`config.mk`:
```
export PLATFORM = sky130hd
export DESIGN_NAME = lfu_cache_with_lru_ties_unit_flat
export DESIGN_NICKNAME = d
export VERILOG_FILES = /design/src/sv/lfuc_pkg.sv /design/src/sv/lfuc_if.sv /design/src/sv/lfu_cache_with_lru_ties_unit.sv /design/src/sv/lfuc_ram.sv /design/src/flat_wrapper.sv
export SDC_FILE = /design/constraint.sdc
export NUM_CORES = 2
export LEC_CHECK = 0
export BUFFER_PORTS_ARGS = -buffer_cell sky130_fd_sc_hd__buf_2
export CELL_PAD_IN_SITES_DETAIL_PLACEMENT = 0
export CELL_PAD_IN_SITES_GLOBAL_PLACEMENT = 2
export CORE_AREA = 2 2 425 511
export CTS_BUF_LIST = sky130_fd_sc_hd__clkbuf_2
export DETAILED_ROUTE_END_ITERATION = 10
export DIE_AREA = 0 0 427 513
export GPL_ROUTABILITY_DRIVEN = 0
export GPL_TIMING_DRIVEN = 0
export PLACE_DENSITY_LB_ADDON = 0.1
export SLEW_MARGIN = 20
export SYNTH_ARGS = -nofsm -noshare
export SYNTH_HDL_FRONTEND = slang
export SYNTH_HIERARCHICAL = 1
export SYNTH_SLANG_ARGS = --single-unit
```
`constraint.sdc`:
```
create_clock -name clk -period 19.27 [get_ports clk]
set_input_delay 0 -clock clk [delete_from_list [all_inputs] [get_ports clk]]
set_output_delay 0 -clock clk [all_outputs]
set_load 0.05 [all_outputs]
```
`src/sv/lfuc_pkg.sv`:
```
// ----------------------------------------------------------------------------
// lfuc_pkg
// Shared widths, command codes and the controller state type of the LFU cache.
// ----------------------------------------------------------------------------
package lfuc_pkg;

	localparam int CMD_W     = 1;
	localparam int KEY_TAG_W = 32;
	localparam int VALUE_W   = 64;
	localparam int CAP_W     = 5;
	localparam int STAMP_W   = 32;

	localparam logic [CMD_W-1:0] CMD_GET = 1'b0;
	localparam logic [CMD_W-1:0] CMD_SET = 1'b1;

	localparam logic [CAP_W-1:0] CAP_RESET = 5'd10;

	typedef enum logic [1:0] {
		ST_IDLE,
		ST_SCAN,
		ST_FINISH
	} lfuc_state_t;

endpackage

```
`src/sv/lfuc_if.sv`:
```
// ----------------------------------------------------------------------------
// lfuc interfaces
// Request, response and configuration channels with valid/ready handshakes.
// ----------------------------------------------------------------------------
interface lfuc_req_if;
	import lfuc_pkg::*;
	logic                 valid;
	logic                 ready;
	logic [CMD_W-1:0]     command;
	logic [KEY_TAG_W-1:0] key_tag;
	logic [VALUE_W-1:0]   write_value;

	modport source (output valid, command, key_tag, write_value, input ready);
	modport sink   (input valid, command, key_tag, write_value, output ready);
endinterface

interface lfuc_rsp_if;
	import lfuc_pkg::*;
	logic                 valid;
	logic                 ready;
	logic                 hit;
	logic [VALUE_W-1:0]   read_value;
	logic                 evicted;
	logic [KEY_TAG_W-1:0] evicted_key;

	modport source (output valid, hit, read_value, evicted, evicted_key, input ready);
	modport sink   (input valid, hit, read_value, evicted, evicted_key, output ready);
endinterface

interface lfuc_cfg_if;
	import lfuc_pkg::*;
	logic             valid;
	logic             ready;
	logic [CAP_W-1:0] data;

	modport source (output valid, data, input ready);
	modport sink   (input valid, data, output ready);
endinterface

```
`src/sv/lfu_cache_with_lru_ties_unit.sv`:
```
// ----------------------------------------------------------------------------
// lfu_cache_with_lru_ties_unit
// Fully associative LFU cache, ties broken by oldest stamp, entries in RAM.
// ----------------------------------------------------------------------------
// Usage:
//   req  : get (command 0) or set (command 1) with key_tag and write_value.
//   rsp  : one response per request: hit, read_value, evicted, evicted_key.
//   cfg  : writes capacity_in_use; always ready, write only while idle.
// Each request walks every entry of the entry RAM, one read per cycle
// through the single registered read port, tracking the key match, the first
// free slot and the eviction candidate (lowest count, then oldest stamp). The
// FINISH state then writes the touched entry back and loads the response
// register; a request with capacity zero skips the scan and goes straight
// to FINISH. The unit returns to IDLE before it takes the next request, so
// one request is in work at a time.
// A new request is taken while the previous response still waits; a stalled
// response holds the finished request in the write-back cycle.
// Reset clears the valid bits, the stamp counter and the response valid flag
// and loads capacity 10. Entry RAM contents need no clearing.
// ----------------------------------------------------------------------------
module lfu_cache_with_lru_ties_unit #(
	parameter int ENTRIES    = 16,
	parameter int KEY_BITS   = 32,
	parameter int VALUE_BITS = 64,
	parameter int COUNT_BITS = 16
) (
	input  logic clk,
	input  logic arst_n,
	lfuc_req_if.sink   req,
	lfuc_rsp_if.source rsp,
	lfuc_cfg_if.sink   cfg
);

	import lfuc_pkg::*;

	localparam int IW   = (ENTRIES > 1) ? $clog2(ENTRIES) : 1;
	localparam int CW   = $clog2(ENTRIES + 1);
	localparam int CMPW = (CW > CAP_W) ? CW : CAP_W;
	localparam int EW   = KEY_BITS + VALUE_BITS + COUNT_BITS + STAMP_W;

	typedef struct packed {
		logic [KEY_BITS-1:0]   key;
		logic [VALUE_BITS-1:0] value;
		logic [COUNT_BITS-1:0] count;
		logic [STAMP_W-1:0]    stamp;
	} entry_t;

	lfuc_state_t state_q, state_d;

	logic [CAP_W-1:0]      cap_q;
	logic [ENTRIES-1:0]    valid_q;
	logic [STAMP_W-1:0]    stamp_q;

	logic [CMD_W-1:0]      cmd_q;
	logic [KEY_BITS-1:0]   key_q;
	logic [VALUE_BITS-1:0] val_q;
	logic                  off_q;
	logic [CMPW-1:0]       cap_eff_q;

	logic [CW-1:0]         rd_cnt_q;
	logic                  proc_vld_s1;
	logic [IW-1:0]         proc_idx_s1;

	logic [CW-1:0]         used_q;
	logic                  found_q;
	logic [IW-1:0]         found_idx_q;
	logic [VALUE_BITS-1:0] found_value_q;
	logic [COUNT_BITS-1:0] found_count_q;
	logic                  free_found_q;
	logic [IW-1:0]         free_idx_q;
	logic                  vic_found_q;
	logic [IW-1:0]         vic_idx_q;
	logic [COUNT_BITS-1:0] vic_cnt_q;
	logic [STAMP_W-1:0]    vic_age_q;
	logic [KEY_BITS-1:0]   vic_key_q;

	logic                  out_valid_q;
	logic                  hit_q;
	logic [VALUE_W-1:0]    read_value_q;
	logic                  evicted_q;
	logic [KEY_TAG_W-1:0]  evicted_key_q;

	logic                  in_ready;
	logic                  mem_re;
	logic                  fin_go;
	logic                  accept;
	logic                  scan_last;

	logic [EW-1:0]         mem_rdata;
	entry_t                rd_entry;
	logic [STAMP_W-1:0]    rd_age;
	logic                  rd_valid;
	logic                  vic_better;

	logic                  mem_we;
	logic [IW-1:0]         wr_idx;
	entry_t                wr_entry;
	logic                  hit_d;
	logic [VALUE_W-1:0]    read_value_d;
	logic                  evicted_d;
	logic [KEY_TAG_W-1:0]  evicted_key_d;
	logic                  do_evict;
	logic                  insert;

	// --------------------------------------------------------------- control
	assign accept    = req.valid && in_ready;
	assign scan_last = (rd_cnt_q == CW'(ENTRIES));

	always_comb begin
		state_d = state_q;
		case (state_q)
			ST_IDLE: begin
				if (req.valid) begin
					state_d = (cap_q == '0) ? ST_FINISH : ST_SCAN;
				end
			end
			ST_SCAN: begin
				if (scan_last) begin
					state_d = ST_FINISH;
				end
			end
			ST_FINISH: begin
				if (!out_valid_q || rsp.ready) begin
					state_d = ST_IDLE;
				end
			end
			default: state_d = ST_IDLE;
		endcase
	end

	always_comb begin
		in_ready = 1'b0;
		mem_re   = 1'b0;
		fin_go   = 1'b0;
		case (state_q)
			ST_IDLE:   in_ready = 1'b1;
			ST_SCAN:   mem_re   = !scan_last;
			ST_FINISH: fin_go   = !out_valid_q || rsp.ready;
			default: begin
				in_ready = 1'b0;
			end
		endcase
	end

	assign req.ready = in_ready;
	assign cfg.ready = 1'b1;

	always_ff @(posedge clk or negedge arst_n) begin
		if (!arst_n) begin
			state_q <= ST_IDLE;
			cap_q   <= CAP_RESET;
		end else begin
			state_q <= state_d;
			if (cfg.valid) begin
				cap_q <= cfg.data;
			end
		end
	end

	// --------------------------------------------------------------- request
	always_ff @(posedge clk) begin
		if (accept) begin
			cmd_q <= req.command;
			key_q <= KEY_BITS'(req.key_tag);
			val_q <= VALUE_BITS'(req.write_value);
			off_q <= (cap_q == '0);
			if (CMPW'(cap_q) > CMPW'(ENTRIES)) begin
				cap_eff_q <= CMPW'(ENTRIES);
			end else begin
				cap_eff_q <= CMPW'(cap_q);
			end
		end
	end

	// ------------------------------------------------------------ entry RAM
	lfuc_ram #(
		.WIDTH (EW),
		.DEPTH (ENTRIES)
	) u_entry_ram (
		.clk   (clk),
		.we    (mem_we),
		.waddr (wr_idx),
		.wdata (wr_entry),
		.re    (mem_re),
		.raddr (rd_cnt_q[IW-1:0]),
		.rdata (mem_rdata)
	);

	// ------------------------------------------------------------------ scan
	always_ff @(posedge clk or negedge arst_n) begin
		if (!arst_n) begin
			rd_cnt_q    <= '0;
			proc_vld_s1 <= 1'b0;
		end else begin
			proc_vld_s1 <= mem_re;
			if (accept) begin
				rd_cnt_q <= '0;
			end else if (mem_re) begin
				rd_cnt_q <= rd_cnt_q + 1'b1;
			end
		end
	end

	always_ff @(posedge clk) begin
		if (mem_re) begin
			proc_idx_s1 <= rd_cnt_q[IW-1:0];
		end
	end

	assign rd_entry   = entry_t'(mem_rdata);
	assign rd_valid   = proc_vld_s1 && valid_q[proc_idx_s1];
	assign rd_age     = stamp_q - rd_entry.stamp;
	assign vic_better = !vic_found_q
		|| (rd_entry.count < vic_cnt_q)
		|| ((rd_entry.count == vic_cnt_q) && (rd_age > vic_age_q));

	always_ff @(posedge clk) begin
		if (accept) begin
			used_q       <= '0;
			found_q      <= 1'b0;
			free_found_q <= 1'b0;
			vic_found_q  <= 1'b0;
		end else if (proc_vld_s1) begin
			if (rd_valid) begin
				used_q <= used_q + 1'b1;
				if (!found_q && (rd_entry.key == key_q)) begin
					found_q       <= 1'b1;
					found_idx_q   <= proc_idx_s1;
					found_value_q <= rd_entry.value;
					found_count_q <= rd_entry.count;
				end
				if (vic_better) begin
					vic_found_q <= 1'b1;
					vic_idx_q   <= proc_idx_s1;
					vic_cnt_q   <= rd_entry.count;
					vic_age_q   <= rd_age;
					vic_key_q   <= rd_entry.key;
				end
			end else if (!free_found_q) begin
				free_found_q <= 1'b1;
				free_idx_q   <= proc_idx_s1;
			end
		end
	end

	// ------------------------------------------------------------ write-back
	assign do_evict = (CMPW'(used_q) >= cap_eff_q) && vic_found_q;
	assign insert   = !off_q && !found_q && (cmd_q == CMD_SET)
		&& (do_evict || free_found_q);

	always_comb begin
		mem_we         = 1'b0;
		wr_idx         = found_idx_q;
		wr_entry.key   = key_q;
		wr_entry.value = val_q;
		wr_entry.count = COUNT_BITS'(1);
		wr_entry.stamp = stamp_q;
		hit_d          = 1'b0;
		read_value_d   = '0;
		evicted_d      = 1'b0;
		evicted_key_d  = '0;
		if (!off_q && found_q) begin
			mem_we = fin_go;
			hit_d  = 1'b1;
			if (cmd_q == CMD_GET) begin
				read_value_d   = VALUE_W'(found_value_q);
				wr_entry.value = found_value_q;
			end
			if (found_count_q != '1) begin
				wr_entry.count = found_count_q + 1'b1;
			end else begin
				wr_entry.count = found_count_q;
			end
		end else if (insert) begin
			mem_we = fin_go;
			if (do_evict) begin
				wr_idx        = vic_idx_q;
				evicted_d     = 1'b1;
				evicted_key_d = KEY_TAG_W'(vic_key_q);
			end else begin
				wr_idx = free_idx_q;
			end
		end
	end

	always_ff @(posedge clk or negedge arst_n) begin
		if (!arst_n) begin
			valid_q <= '0;
			stamp_q <= '0;
		end else if (mem_we) begin
			valid_q[wr_idx] <= 1'b1;
			stamp_q         <= stamp_q + 1'b1;
		end
	end

	// -------------------------------------------------------------- response
	always_ff @(posedge clk or negedge arst_n) begin
		if (!arst_n) begin
			out_valid_q <= 1'b0;
		end else if (fin_go) begin
			out_valid_q <= 1'b1;
		end else if (rsp.ready) begin
			out_valid_q <= 1'b0;
		end
	end

	always_ff @(posedge clk) begin
		if (fin_go) begin
			hit_q         <= hit_d;
			read_value_q  <= read_value_d;
			evicted_q     <= evicted_d;
			evicted_key_q <= evicted_key_d;
		end
	end

	assign rsp.valid       = out_valid_q;
	assign rsp.hit         = hit_q;
	assign rsp.read_value  = read_value_q;
	assign rsp.evicted     = evicted_q;
	assign rsp.evicted_key = evicted_key_q;

	// ------------------------------------------------------------ assertions
	a_off_no_write: assert property (@(posedge clk) disable iff (!arst_n)
		(state_q == ST_FINISH && off_q) |-> !mem_we)
		else $error("write-back on a disabled cache");

	a_hit_no_evict: assert property (@(posedge clk) disable iff (!arst_n)
		rsp.valid |-> !(rsp.hit && rsp.evicted))
		else $error("response reports both hit and eviction");

	a_miss_zero: assert property (@(posedge clk) disable iff (!arst_n)
		(rsp.valid && !rsp.hit) |-> (rsp.read_value == '0))
		else $error("nonzero read value without a hit");

	a_stamp_step: assert property (@(posedge clk) disable iff (!arst_n)
		mem_we |=> (stamp_q == $past(stamp_q) + 1'b1))
		else $error("stamp counter did not advance on write-back");

	a_scan_idle: assert property (@(posedge clk) disable iff (!arst_n)
		mem_we |-> !proc_vld_s1)
		else $error("write-back overlaps the entry scan");

endmodule

```
`src/sv/lfuc_ram.sv`:
```
// ----------------------------------------------------------------------------
// lfuc_ram
// Generic single-write, single-read RAM with a registered read port.
// ----------------------------------------------------------------------------
module lfuc_ram #(
	parameter int WIDTH = 8,
	parameter int DEPTH = 16
) (
	input  logic                                     clk,
	input  logic                                     we,
	input  logic [(DEPTH > 1 ? $clog2(DEPTH) : 1)-1:0] waddr,
	input  logic [WIDTH-1:0]                         wdata,
	input  logic                                     re,
	input  logic [(DEPTH > 1 ? $clog2(DEPTH) : 1)-1:0] raddr,
	output logic [WIDTH-1:0]                         rdata
);

	logic [WIDTH-1:0] mem [DEPTH];

	always_ff @(posedge clk) begin
		if (we) begin
			mem[waddr] <= wdata;
		end
	end

	always_ff @(posedge clk) begin
		if (re) begin
			rdata <= mem[raddr];
		end
	end

endmodule

```
`src/flat_wrapper.sv`:
```
// flat-port wrapper written by rule: the top's interface ports become plain ports
module lfu_cache_with_lru_ties_unit_flat import lfuc_pkg::*;
#(
	parameter int ENTRIES    = 16,
	parameter int KEY_BITS   = 32,
	parameter int VALUE_BITS = 64,
	parameter int COUNT_BITS = 16
)
  (clk, arst_n, req_valid, req_command, req_key_tag, req_write_value, req_ready, rsp_valid, rsp_hit, rsp_read_value, rsp_evicted, rsp_evicted_key, rsp_ready, cfg_valid, cfg_data, cfg_ready);
  lfuc_req_if req_i ();
  lfuc_rsp_if rsp_i ();
  lfuc_cfg_if cfg_i ();
  input  logic clk;
  input  logic arst_n;
  input wire logic [$bits(req_i.valid)-1:0] req_valid;
  input wire logic [$bits(req_i.command)-1:0] req_command;
  input wire logic [$bits(req_i.key_tag)-1:0] req_key_tag;
  input wire logic [$bits(req_i.write_value)-1:0] req_write_value;
  output wire logic [$bits(req_i.ready)-1:0] req_ready;
  output wire logic [$bits(rsp_i.valid)-1:0] rsp_valid;
  output wire logic [$bits(rsp_i.hit)-1:0] rsp_hit;
  output wire logic [$bits(rsp_i.read_value)-1:0] rsp_read_value;
  output wire logic [$bits(rsp_i.evicted)-1:0] rsp_evicted;
  output wire logic [$bits(rsp_i.evicted_key)-1:0] rsp_evicted_key;
  input wire logic [$bits(rsp_i.ready)-1:0] rsp_ready;
  input wire logic [$bits(cfg_i.valid)-1:0] cfg_valid;
  input wire logic [$bits(cfg_i.data)-1:0] cfg_data;
  output wire logic [$bits(cfg_i.ready)-1:0] cfg_ready;
  assign req_i.valid = req_valid;
  assign req_i.command = req_command;
  assign req_i.key_tag = req_key_tag;
  assign req_i.write_value = req_write_value;
  assign req_ready = req_i.ready;
  assign rsp_valid = rsp_i.valid;
  assign rsp_hit = rsp_i.hit;
  assign rsp_read_value = rsp_i.read_value;
  assign rsp_evicted = rsp_i.evicted;
  assign rsp_evicted_key = rsp_i.evicted_key;
  assign rsp_i.ready = rsp_ready;
  assign cfg_i.valid = cfg_valid;
  assign cfg_i.data = cfg_data;
  assign cfg_ready = cfg_i.ready;
  lfu_cache_with_lru_ties_unit #(.ENTRIES(ENTRIES), .KEY_BITS(KEY_BITS), .VALUE_BITS(VALUE_BITS), .COUNT_BITS(COUNT_BITS)) u_core (.clk(clk), .arst_n(arst_n), .req(req_i), .rsp(rsp_i), .cfg(cfg_i));
endmodule
```
# Word level (Yosys, flattened, before mapping)
# Memory sizes are Yosys's and may differ from the RTL's. A register that Yosys moved wholly into a read port is not among the register bits.
# Cells that the tools add are included.
dict set report word_totals {
  out_inout_bits 101
  memories 1
  ramBits 2304
  reg_bits 447
  elab_cells 120
  input_bits 107
}
# memory depth word_bits read_ports rd_ports_with_merged_regs write_ports line
set mem_list {}
lappend mem_list {u_core.u_entry_ram.mem 16 144 1 1 1 lfuc_ram.sv:18} ;# logic [WIDTH-1:0] mem [DEPTH];
dict set report op_classes {
  reduce_logical 34
  order_cmp 7
  eq_ne 9
  n_mux 28
  add_sub_neg 5
  bitwise_logic 7
}
# op n
set ops {}
lappend ops {{$mux 80} 1}
lappend ops {{$mux 64} 1}
lappend ops {{$add 32x1->32 const B} 1}
lappend ops {{$eq 32x32->1} 1}
lappend ops {{$gt 32x32->1} 1}
lappend ops {{$sub 32x32->32} 1}
lappend ops {{$add 16x1->16 const B} 1}
lappend ops {{$eq 16x16->1} 1}
lappend ops {{$lt 16x16->1} 1}
lappend ops {{$mux 16} 1}
lappend ops {{$ne 16x16->1 const B} 1}
lappend ops {{$or 16x16->16} 1}
lappend ops {{$mux 1} 13}
lappend ops {{$mux 4} 3}
lappend ops {{$reduce_and 4->1} 3}
lappend ops {{$add 5x1->5 const B} 2}
lappend ops {{$logic_and 1x1->1} 10}
lappend ops {{$lt 4x5->1 const B} 2}
lappend ops {{$mux 5} 2}
lappend ops {{$reduce_and 3->1} 3}
lappend ops {{$mux 2} 4}
lappend ops {{$not 1->1} 6}
lappend ops {{$pmux 2 s3} 1}
lappend ops {{$eq 5x5->1 const B} 1}
lappend ops {{other kinds (17)} 28}

# Depth between registers and ports, before layout
dict set report logic_depth {
  depth_word 11
  depth_mapped 20
  ltp_nobuf 20
}

# Hierarchy
# The synthesis kept the hierarchy.
# module cells_per_inst area_per_inst_um2 seq_area_each_um2 n_inst
set by_module_without_submodules {}
lappend by_module_without_submodules {lfuc_ram 3773 90885.9 73510.5 1}
lappend by_module_without_submodules {lfu_cache_with_lru_ties_unit 1466 20011.7 13035.0 1}

# Least setup slack after synthesis
# No wires, ideal clock.
dict set report synth_timing {
  path_type {register to register}
  start {register u_core.rd_cnt_q[0]}
  end {register u_core.rd_cnt_q[3]}
  arrival_ns 13.122
  period_less_slack_ns 13.409
  setup_time_ns 0.287
  required_ns 18.983
  path_stages_with_launch 8
  path_buffers 0
  slack_ns 5.861
  path_cell_list {dfrtp_1 -> inv_1 -> ha_1 -> nor4bb_1 -> nor3b_1 -> nand4_1 -> xor2_1 -> nor2_1}
}
dict set report synth_via {
  elab_chain_cells 4
  word_cells_on_any_way 7
  cone_classes {add/sub (1); eq/ne (1); mux (3); reduce/logical (2)}
}
# item line
set synth_lines {}
lappend synth_lines {{from (decl)} lfu_cache_with_lru_ties_unit.sv:60} ;# logic [CW-1:0] rd_cnt_q;
lappend synth_lines {{from (signal assigned)} lfu_cache_with_lru_ties_unit.sv:199} ;# rd_cnt_q <= rd_cnt_q + 1'b1;
lappend synth_lines {{$eq 5x5->1} lfu_cache_with_lru_ties_unit.sv:107} ;# assign scan_last = (rd_cnt_q == CW'(ENTRIES));
lappend synth_lines {{$logic_not 1->1} lfu_cache_with_lru_ties_unit.sv:137} ;# ST_SCAN: mem_re = !scan_last;
lappend synth_lines {{$mux 1} lfu_cache_with_lru_ties_unit.sv:135} ;# case (state_q)
lappend synth_lines {{named net u_core.mem_re} lfu_cache_with_lru_ties_unit.sv:84} ;# logic mem_re;
lappend synth_lines {{$reduce_bool 2->1 (no source line)} -}
# The timed path passes the listed nets, and every way through them passes these cells. The select of a mux whose other input is x is not followed.
# A chain may end at the register's enable or synchronous reset.

# Worst setup path after layout
dict set report layout_timing {
  start {register u_core.stamp_q[0]}
  end {register u_core.vic_key_q[1], enable pin}
}
dict set report layout_via {
  elab_chain_cells 5
}
# item line
set layout_lines {}
lappend layout_lines {{from (decl)} lfu_cache_with_lru_ties_unit.sv:52} ;# logic [STAMP_W-1:0] stamp_q;
lappend layout_lines {{from (signal assigned)} lfu_cache_with_lru_ties_unit.sv:292} ;# stamp_q <= stamp_q + 1'b1;
lappend layout_lines {{$sub 32x32->32} lfu_cache_with_lru_ties_unit.sv:212} ;# assign rd_age = stamp_q - rd_entry.stamp;
lappend layout_lines {{named net u_core.rd_age[28]} lfu_cache_with_lru_ties_unit.sv:91} ;# logic [STAMP_W-1:0] rd_age;
lappend layout_lines {{$gt 32x32->1} lfu_cache_with_lru_ties_unit.sv:215} ;# || ((rd_entry.count == vic_cnt_q) && (rd_age > vic_age_q));
lappend layout_lines {{$logic_and 1x1->1} lfu_cache_with_lru_ties_unit.sv:215}
lappend layout_lines {{$logic_or 1x1->1} lfu_cache_with_lru_ties_unit.sv:215}
lappend layout_lines {{$reduce_and 4->1 (no source line)} -}
lappend layout_lines {{to (signal assigned)} lfu_cache_with_lru_ties_unit.sv:237} ;# vic_key_q <= rd_entry.key;
lappend layout_lines {{to (decl)} lfu_cache_with_lru_ties_unit.sv:75} ;# logic [KEY_BITS-1:0] vic_key_q;
# The timed path passes the listed nets, and every way through them passes these cells.

==> impl_metrics.json <==
{
  "cts_tree": "done",
  "gr-total-overflow": 0,
  "multi_input_area_um2": 22900,
  "grt_max_degree": 69,
  "p_per_area_nw_per_um2": 119,
  "critPathLaunchType": "register",
  "placementRows": 186,
  "hp-class": "input port to register",
  "clockRootBuffer": "clkbuf_2",
  "async_reset_ff_share_pct": 2.14,
  "power_frac_seq_pct": 50.4,
  "p_leak_nw": 45.4,
  "cp.arrival_ns": 8.03,
  "cts_buffer_depth": 4,
  "coreArea_um2": 214000,
  "synthesis.area_um2": 111000,
  "hpwlAfterDp_um": 198000,
  "worstSetupEndpointType": "register",
  "min_period_ns": 6.61,
  "finalCritPeriodShare_pct": 34.3,
  "p_comb_share_pct": 24.4,
  "clock_latency_ns": 1.77,
  "die_w_um": 427,
  "grt_first_pass_wirelength_um": 435000,
  "area_growth_pct": 17.8,
  "fin_tns_setup_ns": 0,
  "reg2reg_from": "u_core/stamp_q[0]",
  "finalNetCount": 7045,
  "hold_buffers": 419,
  "fmax_ghz": 0.151,
  "initial_core_util_pct": 51.9,
  "htreeDepth": 6,
  "drc": 0,
  "p_sw_mw": 4.93,
  "criticalPathCategory": "register to register",
  "vias_per_cell": 5.88,
  "drv_cap": 0,
  "avgSynthCellArea_um2": 21.2,
  "ir_drop_mv": 0.0720,
  "synth_warnings": 6,
  "grt_pass1_vias": 62197,
  "final_common_cell": "edfxtp_1",
  "numPortBuffers": 206,
  "hold_viol_final": 0,
  "ys_seq_area_share_pct": 78.0,
  "min_from": "req_write_value[40]",
  "worst-path-max-fanout": 18,
  "drtAntennaViolNets": 0,
  "die_h_um": 513,
  "ys_dominant_reg_cell": "edfxtp_1",
  "vias": 59958,
  "grt_usage_pct": 28.0,
  "slew_headroom_pct": 23.7,
  "crit_start": "u_core/stamp_q[0]",
  "drtIter0Drc": 6303,
  "status": "finished clean",
  "drt-pass1-iter-count": 6,
  "drive_above_1_share_pct": 32.6,
  "cp_data_required_time_ns": 20.69,
  "die-area_um2": 219000,
  "wl_per_cell_um": 30.0,
  "p_clk_share_pct": 25.2,
  "clk_pin_slew_ns": 0.10,
  "post-cts-setup-buffer-count": 0,
  "final_cell_mix": "edfxtp_1 (2825), clkbuf_2 (1038), mux4_2 (540)",
  "ios": 208,
  "setup-violations-final": 0,
  "cts_resized": 0,
  "intPower_mw": 10.6,
  "cts_buffers": 693,
  "finClkSkew_ns": 0.117,
  "placedCellCount": 8553,
  "ys_seq_elements": 2895,
  "postSynthCellCount": 5239,
  "antenna_found_initial": 24,
  "fill_cells": 15656,
  "synth_fp_nets": 5436,
  "final_cells": 10194,
  "slew_violations": 0,
  "wl_um": 305000,
  "cts_sinks": 2895,
  "synth_edf_count": 2825,
  "worstMarginPinSlew_ns": 1.14,
  "p_sw_share_pct": 31.7,
  "register_area_um2": 86500,
  "rsz0062_at_grt": "false",
  "synth.distinct_cells": 75
}
layer usage:
metal  global-route usage, %  wire, µm  vias to the layer above
met2                    46.4    153000                     2640
met5                       0        69                        -
met1                    38.3    121000                    31587
met4                    8.32      7430                       10
met3                    5.10     23700                      418
li1                        -         -                    25303
cell usage after synthesis, types with 4 or more instances:
library cell / n / area [µm²]
inv_1: 106 / 398
nor3_1: 17 / 85.1
a21oi_1: 50 / 250
nand2_1: 157 / 589
xnor2_1: 44 / 385
and2_1: 77 / 482
buf_6: 25 / 282
o21a_1: 7 / 52.6
a221oi_1: 17 / 149
o21ai_0: 50 / 250
buf_1: 40 / 150
or2_2: 6 / 37.5
o21bai_1: 22 / 165
edfxtp_1: 2825 / 84800
o211ai_1: 6 / 45.0
a211oi_1: 8 / 60.1
nor2b_1: 44 / 275
nor3b_1: 7 / 52.6
buf_4: 17 / 128
dfrtp_1: 60 / 1500
a22oi_1: 242 / 1820
mux4_2: 540 / 12200
o221ai_1: 25 / 219
a21o_1: 18 / 135
dfxtp_1: 8 / 160
nand4_1: 29 / 181
clkbuf_1: 116 / 435
nor2_1: 88 / 330
xor2_1: 63 / 552
a31oi_1: 18 / 113
nand2b_1: 29 / 181
and3_1: 45 / 282
buf_2: 48 / 240
mux2_2: 143 / 1610
mux2i_1: 33 / 330
nor4_1: 12 / 75.1
o22a_1: 7 / 61.3
ha_1: 89 / 1110
a22o_1: 4 / 35.0
and4_1: 4 / 35.0
nand3_1: 44 / 220
critical path, cell delays in order, from the launching register on:
cell and delay [ns]:
dfrtp_1 0.72, inv_1 0.18, ha_1 0.26, fa_1 0.43, nor2b_1 0.18, o211ai_1 0.15
and3b_1 0.25, o21ai_2 0.23, nand2_2 0.14, o31a_1 0.42, or4b_1 0.48, nand3_1 0.13
ha_1 0.17, nand4_1 0.09, nor2_1 0.24, o21ai_0 0.13, a21oi_1 0.17, a2111oi_0 0.12
o22ai_1 0.15, o311ai_0 0.22, a31oi_4 0.57, buf_16 0.22, buf_16 0.18, buf_12 0.20
buf_16 0.19
cell families after synthesis:
kind of cell / after synthesis / share of synthesized area [%]
multiplexers: 716 / 12.7
buffers and inverters: 354 / 1.48
flip-flops: 2895 / 78.0
other: 1 / 0.00338
AND/OR/NAND/NOR: 572 / 2.64
AO/OA/AOI/OAI: 504 / 3.25
adder cells (fa/ha/maj): 90 / 1.02
XOR/XNOR: 107 / 0.845
flip-flops by register name, indices dropped and copies added, names as in the netlist, 2 cells and up:
register,flops
u_core/rsp.read_value,64
u_core/u_entry_ram/mem,2304
u_core/found_count_q,16
u_core/cap_q,5
u_core/vic_idx_q,4
u_core/proc_idx_s1,4
u_core/valid_q,16
u_core/vic_key_q,32
u_core/stamp_q,32
u_core/vic_cnt_q,16
u_core/key_q,32
u_core/used_q,5
u_core/found_value_q,64
u_core/state_q,2
u_core/rd_cnt_q,5
u_core/cap_eff_q,5
u_core/u_entry_ram/rdata,144
u_core/free_idx_q,4
u_core/val_q,64
u_core/rsp.evicted_key,32
u_core/found_idx_q,4
u_core/vic_age_q,32
power groups by stage:
stage               clock network (mW)  logic [mW]  registers [mW]
floorplan                            0        2.27            8.07
global placement                     0        3.83            8.13
detailed placement                   0        3.75            7.97
CTS                               4.03        3.83            7.83
global route                      4.33        4.04            7.86
finish                            3.91        3.79            7.82
worst paths after layout:
| kind | slack [ns] | endpoint | depth (start not counted) |
|---|---|---|---|
| setup / recovery | 12.66 | u_core/vic_key_q[1] | 24 |
| hold / removal | 0.23 | u_core/val_q[40] | 4 |
| setup reg to reg | 12.66 | u_core/vic_key_q[1] | 24 |
| hold reg to reg | 0.37 | u_core/found_value_q[56] | 0 |
| max in group asynchronous | 18.24 | u_core/stamp_q[31] | 7 |
| min in group asynchronous | 0.49 | u_core/proc_vld_s1 | 6 |
stage by stage:
stage	util [%]	instance area [µm²]	worst slack, ns	power (mW)	hold slack, ns
5_1_grt	61.1	131000	12.16	16.2	0.170
3_5_place_dp	56.3	120000	12.71	11.7	-0.0538
6_report	61.1	131000	12.66	15.5	0.226
2_1_floorplan	-	111000	5.86	10.3	-0.296
3_3_place_gp	54.0	115000	-11.47	12.0	0.176
4_1_cts	61.1	131000	12.63	15.7	0.00512
final cells by class:
type / count / share of cell area (%)
plain buffers: 247 / 0.974
inverters: 107 / 0.313
diodes: 6 / 0.0115
well taps: 2820 / 2.70
clock inverters: 199 / 0.768
multi-input cells: 1990 / 17.5
clock buffers: 1016 / 3.89
repair buffers: 914 / 7.55
flip-flops and latches: 2895 / 66.3
No activity file was read; power rests on OpenSTA's default activity.
